[config.mk]
export PLATFORM = sky130hd
export DESIGN_NAME = pbm_chain
export DESIGN_NICKNAME = d
export VERILOG_FILES = /design/src/hw/rtl/pbm_pkg.sv /design/src/hw/rtl/pbm_cell.sv /design/src/hw/rtl/pbm_chain.sv
export SDC_FILE = /design/constraint.sdc
export NUM_CORES = 2
export LEC_CHECK = 0
export ABC_AREA = 1
export ABC_CLOCK_PERIOD_IN_PS = 6500
export BUFFER_PORTS_ARGS = -buffer_cell sky130_fd_sc_hd__buf_2
export CAP_MARGIN = 25
export CORE_MARGIN = 1.5
export CORE_UTILIZATION = 35
export CTS_CLUSTER_SIZE = 14
export DETAILED_ROUTE_END_ITERATION = 8
export SLEW_MARGIN = 20
export SYNTH_ARGS = -nofsm -noshare
export SYNTH_HDL_FRONTEND = slang
export SYNTH_SLANG_ARGS = --single-unit
export TNS_END_PERCENT = 50
[constraint.sdc]
create_clock -name i_clk -period 6.5 [get_ports i_clk]
set_input_delay 1.625 -clock i_clk [delete_from_list [all_inputs] [get_ports i_clk]]
set_output_delay 1.625 -clock i_clk [all_outputs]
set_load 0.01 [all_outputs]
[src/hw/rtl/pbm_pkg.sv]
package pbm_pkg;

    localparam int IMAGE_DIM_DEF   = 64;
    localparam int MAX_PATCH_DEF   = 8;
    localparam int MAX_HALF_DEF    = 8;
    localparam int MAX_MATCHES_DEF = 32;

    localparam int CFG_IDX_W  = 3;
    localparam int CFG_DATA_W = 22;
    localparam int COORD_W    = 8;
    localparam int DIST_OUT_W = 22;

    localparam logic [CFG_IDX_W-1:0] REG_PATCH_SIZE      = 3'd0;
    localparam logic [CFG_IDX_W-1:0] REG_SEARCH_HALF     = 3'd1;
    localparam logic [CFG_IDX_W-1:0] REG_MAX_MATCHES     = 3'd2;
    localparam logic [CFG_IDX_W-1:0] REG_MATCH_THRESHOLD = 3'd3;
    localparam logic [CFG_IDX_W-1:0] REG_IMAGE_WIDTH     = 3'd4;
    localparam logic [CFG_IDX_W-1:0] REG_IMAGE_HEIGHT    = 3'd5;

    localparam logic [3:0]  RST_PATCH_SIZE      = 4'd5;
    localparam logic [3:0]  RST_SEARCH_HALF     = 4'd6;
    localparam logic [5:0]  RST_MAX_MATCHES     = 6'd16;
    localparam logic [21:0] RST_MATCH_THRESHOLD = 22'd40000;
    localparam logic [6:0]  RST_IMAGE_WIDTH     = 7'd22;
    localparam logic [6:0]  RST_IMAGE_HEIGHT    = 7'd22;

    localparam logic OP_LOAD  = 1'b0;
    localparam logic OP_QUERY = 1'b1;

    typedef enum logic [2:0] {
        ST_IDLE,
        ST_RUN,
        ST_DRAIN,
        ST_DECIDE,
        ST_OUT
    } t_state;

    typedef struct packed {
        logic clr;
        logic ins;
        logic shift;
    } t_chain_ctl;

endpackage

[src/hw/rtl/pbm_cell.sv]
module pbm_cell #(
    parameter int DW = 22
) (
    input  logic                    i_clk,
    input  logic                    i_rst_n,
    input  pbm_pkg::t_chain_ctl     i_ctl,
    input  logic [5:0]              i_ins_r,
    input  logic [5:0]              i_ins_c,
    input  logic [DW-1:0]           i_ins_d,
    input  logic                    i_prev_valid,
    input  logic                    i_prev_keep,
    input  logic [5:0]              i_prev_r,
    input  logic [5:0]              i_prev_c,
    input  logic [DW-1:0]           i_prev_d,
    input  logic                    i_next_valid,
    input  logic [5:0]              i_next_r,
    input  logic [5:0]              i_next_c,
    input  logic [DW-1:0]           i_next_d,
    output logic                    o_valid,
    output logic                    o_keep,
    output logic [5:0]              o_r,
    output logic [5:0]              o_c,
    output logic [DW-1:0]           o_d
);
    import pbm_pkg::*;

    logic r_valid;
    logic [5:0] r_r, r_c;
    logic [DW-1:0] r_d;

    // equal distances stay ahead of the newcomer to keep scan order
    assign o_keep = r_valid && (r_d <= i_ins_d);

    always_ff @(posedge i_clk) begin
        if (!i_rst_n) begin
            r_valid <= 1'b0;
        end else if (i_ctl.clr) begin
            r_valid <= 1'b0;
        end else if (i_ctl.ins && !o_keep) begin
            r_valid <= i_prev_keep ? 1'b1 : i_prev_valid;
        end else if (i_ctl.shift) begin
            r_valid <= i_next_valid;
        end
    end

    always_ff @(posedge i_clk) begin
        if (i_ctl.ins && !o_keep) begin
            if (i_prev_keep) begin
                r_r <= i_ins_r;
                r_c <= i_ins_c;
                r_d <= i_ins_d;
            end else begin
                r_r <= i_prev_r;
                r_c <= i_prev_c;
                r_d <= i_prev_d;
            end
        end else if (i_ctl.shift) begin
            r_r <= i_next_r;
            r_c <= i_next_c;
            r_d <= i_next_d;
        end
    end

    assign o_valid = r_valid;
    assign o_r     = r_r;
    assign o_c     = r_c;
    assign o_d     = r_d;

endmodule

[src/hw/rtl/pbm_chain.sv]
module pbm_chain #(
    parameter int DEPTH = 32,
    parameter int DW    = 22
) (
    input  logic                i_clk,
    input  logic                i_rst_n,
    input  pbm_pkg::t_chain_ctl i_ctl,
    input  logic [5:0]          i_ins_r,
    input  logic [5:0]          i_ins_c,
    input  logic [DW-1:0]       i_ins_d,
    output logic [5:0]          o_head_r,
    output logic [5:0]          o_head_c,
    output logic [DW-1:0]       o_head_d
);
    import pbm_pkg::*;

    logic          valid [DEPTH+1];
    logic          keep  [DEPTH];
    logic [5:0]    rr    [DEPTH+1];
    logic [5:0]    cc    [DEPTH+1];
    logic [DW-1:0] dd    [DEPTH+1];

    // slot DEPTH is an empty tail feeding the last cell on shift
    assign valid[DEPTH] = 1'b0;
    assign rr[DEPTH]    = '0;
    assign cc[DEPTH]    = '0;
    assign dd[DEPTH]    = '0;

    for (genvar g = 0; g < DEPTH; g++) begin : g_cell
        logic          pv, pk;
        logic [5:0]    pr, pc;
        logic [DW-1:0] pd;
        if (g == 0) begin : g_head
            assign pv = 1'b1;
            assign pk = 1'b1;
            assign pr = '0;
            assign pc = '0;
            assign pd = '0;
        end else begin : g_body
            assign pv = valid[g-1];
            assign pk = keep[g-1];
            assign pr = rr[g-1];
            assign pc = cc[g-1];
            assign pd = dd[g-1];
        end
        pbm_cell #(.DW(DW)) u_cell (
            .i_clk        (i_clk),
            .i_rst_n      (i_rst_n),
            .i_ctl        (i_ctl),
            .i_ins_r      (i_ins_r),
            .i_ins_c      (i_ins_c),
            .i_ins_d      (i_ins_d),
            .i_prev_valid (pv),
            .i_prev_keep  (pk),
            .i_prev_r     (pr),
            .i_prev_c     (pc),
            .i_prev_d     (pd),
            .i_next_valid (valid[g+1]),
            .i_next_r     (rr[g+1]),
            .i_next_c     (cc[g+1]),
            .i_next_d     (dd[g+1]),
            .o_valid      (valid[g]),
            .o_keep       (keep[g]),
            .o_r          (rr[g]),
            .o_c          (cc[g]),
            .o_d          (dd[g])
        );
    end

    assign o_head_r = rr[0];
    assign o_head_c = cc[0];
    assign o_head_d = dd[0];

endmodule
==> impl_metrics.ini <==
[status]
status = completed

[sta]
drv_slew = 0
setup_violations = 0
period_needed_ns = 5.33
tightest_slew_ns = 1.05
layout_setup_ws_ns = 1.17
tns_ns = 0
fin_skew_ns = 0.0283
relSlewSlack_pct = 30.0
hold_violations = 0
grt_setup_unrepaired = no
fin_crit_sh_pct = 82.0
fmax_mhz = 188

[logic_synthesis]
yosysSeqAreaShare_pct = 44.4
synth-seq-cells = 1120
synthCells = 9202
yosys_warnings = 0
syn_avg_cell_area_um2 = 8.15
syn_nets = 9945
synth_cell_types = 29
netlist_area_mm2 = 0.0750

[worst_setup_path]
cp_num_cells = 14
crit_family = buffers and inverters
r2r_start = g_cell[7].u_cell.o_d[21]
startpoint = i_ins_d[21]
criticalPathCategory = primary input to register
crit_chain = buf_2, inv_2, buf_12, ha_1, a21oi_1, o21ai_0, nor2_1, nand3_1, nand2_1, nand2_4, nand2_2, clkinv_1, nor2_1, a21oi_1
required_ns = 7.03
start_kind = primary input
critPathMaxStageDelay_ns = 0.95
rrSetupSlack_ns = 2.35
slowest_stage = clkinv_1
crit_fanout = 38
critPathBufInv = 4
r2r_cells = 12
cp-end-kind = register
endpoint = g_cell[7].u_cell.o_d[8]
r2r_end = g_cell[7].u_cell.o_d[8]
arrival_ns = 5.86

[finish]
layout_common_cells = nand2_1, a21oi_1, edfxtp_1, nor2_1, ha_1
stdcell_area_mm2 = 0.0815
area_growth_pct = 8.58
drive_above_1_share_pct = 6.56
nFillCells = 21490
final_nets = 9743
layout_commonest_cell = nand2_1

[floorplanning]
die_x_um = 466
fp.coreArea_mm2 = 0.213
die_h_um = 466
rows = 169
pin_count = 73
dieArea_mm2 = 0.217
initial_core_util_pct = 35.3

[place]
place_area_mm2 = 0.0772
place_ws_ns = 0.427
globalplace.congestion = 0.926
io_buffers = 72
dp_hpwl_mm = 187

[grt]
met3_usage_pct = 5.00
grt_max_degree = 102
antenna_found_initial = 2
grt_use_met2_pct = 37.3
met1_usage_pct = 33.1
grt_pass1_wl_mm = 406
grt_pass1_vias = 64237
globalRouteOverflowTotal = 0
track_usage_pct = 24.4
busiest_layer = met2

[routing]
antenna_left = 0
wl_mm = 273
drt_iter0_drc = 8045
num_vias = 67627
post_drt_wl_per_cell_um = 22.9
via_per_inst = 5.67
dr.pass1.iters = 6
drc_errors = 0

[clock_network]
clk_latency_ns = 0.80
path_clk_slew_ns = 0.06
cts_buffer_depth = 3
ctsHtreeMaxLevel = 4
numClockSinks = 1120
cts_setup_buffers = 0
numCtsBuffers = 134
cts_root_buf = clkbuf_16
cts_hold_buf = 0
ctsResizeCount = 0
cts_tree = done

[pwr]
seqPwrFrac_pct = 46.0
power.net_switching_mw = 7.83
power.total_mw = 23.3
powerDensity_mw_per_mm2 = 286
power.share.combinational_pct = 22.1
p_sw_share_pct = 33.6
p_clk_share_pct = 31.8
ir_drop_mv = 0.187
power_leakage_nw = 36.6
intPower_mw = 15.5

[worst_hold_path]
hold_path_class = register to register
holdCritStartpoint = g_cell[31].u_cell.o_valid

[flow_run]
max_cap_violations = 0
tightest hold or removal path, delay by kind of cell, from the launching register on:
family          cells  cell delay (ns)
flops               1             0.32
simple gates        1             0.08
compound gates      1             0.06
synthesized netlist by cell type, drive strengths merged:
cell	number	area share, %
dfxtp	32	0.85
buf	429	3.7
a21o	30	0.30
nand2	2679	14
clkbuf	156	0.79
o21bai	57	0.57
nand3b	36	0.36
nand3	411	2.8
edfxtp	1088	44
nor3	1	0.0067
a21oi	1407	9.4
nor4	1	0.0083
nor2	1097	5.6
nand4	33	0.28
clkinv	12	0.063
inv	363	1.8
ha	704	12
o21ai	666	4.4
metrics by stage:
step                      util (%)  instances  hold slack [ns]
after global routing          38.3      11929            0.525
after detailed placement      36.3      11681            0.496
after CTS                     38.3      11924            0.502
after global placement        36.3      11679            0.483
after floorplan                  -       9202            0.473
final                         38.3      11932            0.504
layout make-up:
class,instances,area (um2),share of cell area [%]
multi-input combinational,7122,37000,45.4
tap,2821,3530,4.33
timing repair buffer,247,2090,2.56
sequential,1120,33300,40.9
antenna,4,10.0,0.0123
clock inverter,69,519,0.637
inverter,375,1410,1.73
clock buffer,174,3640,4.47
power by group through the flow:
stage	registers (mW)	clock network (mW)	logic, mW
floorplan	10.1	0	3.76
CTS	10.7	7.47	5.08
finish	10.7	7.42	5.16
detailed placement	10.8	0	5.05
global route	10.8	7.72	5.87
global placement	10.8	0	4.85
layer usage:
| metal | wire, um | vias to the layer above |
|---|---|---|
| li1 | - | 31029 |
| met1 | 113000 | 32341 |
| met2 | 119000 | 3566 |
| met3 | 28600 | 687 |
| met4 | 13300 | 4 |
| met5 | 27 | - |
worst min path at each step:
stage	to	depth (start not counted)
global placement	g_cell[31].u_cell.o_valid	2
CTS	g_cell[31].u_cell.o_valid	2
finish	g_cell[31].u_cell.o_valid	2
global route	g_cell[30].u_cell.o_r[1]	2
floorplan	g_cell[31].u_cell.o_valid	2
detailed placement	g_cell[31].u_cell.o_valid	2
state kept, by name, summed over array words and instances (netlist names):
name,cells
g_cell.u_cell.o_valid,32
g_cell.u_cell.o_r,192
g_cell.u_cell.o_c,192
g_cell.u_cell.o_d,704
cell families (layout without fill, tap and decap cells):
logic type | after synthesis | in the layout | synth area share, %
AND/OR/NAND/NOR | 4258 | 4258 | 22.8
flip-flops | 1120 | 1120 | 44.4
AO/OA/AOI/OAI | 2160 | 2160 | 14.7
buffers and inverters | 960 | 865 | 6.35
adder cells (fa/ha/maj) | 704 | 704 | 11.7
other | 0 | 4 | 0
No activity file was read; power rests on OpenSTA's default activity.
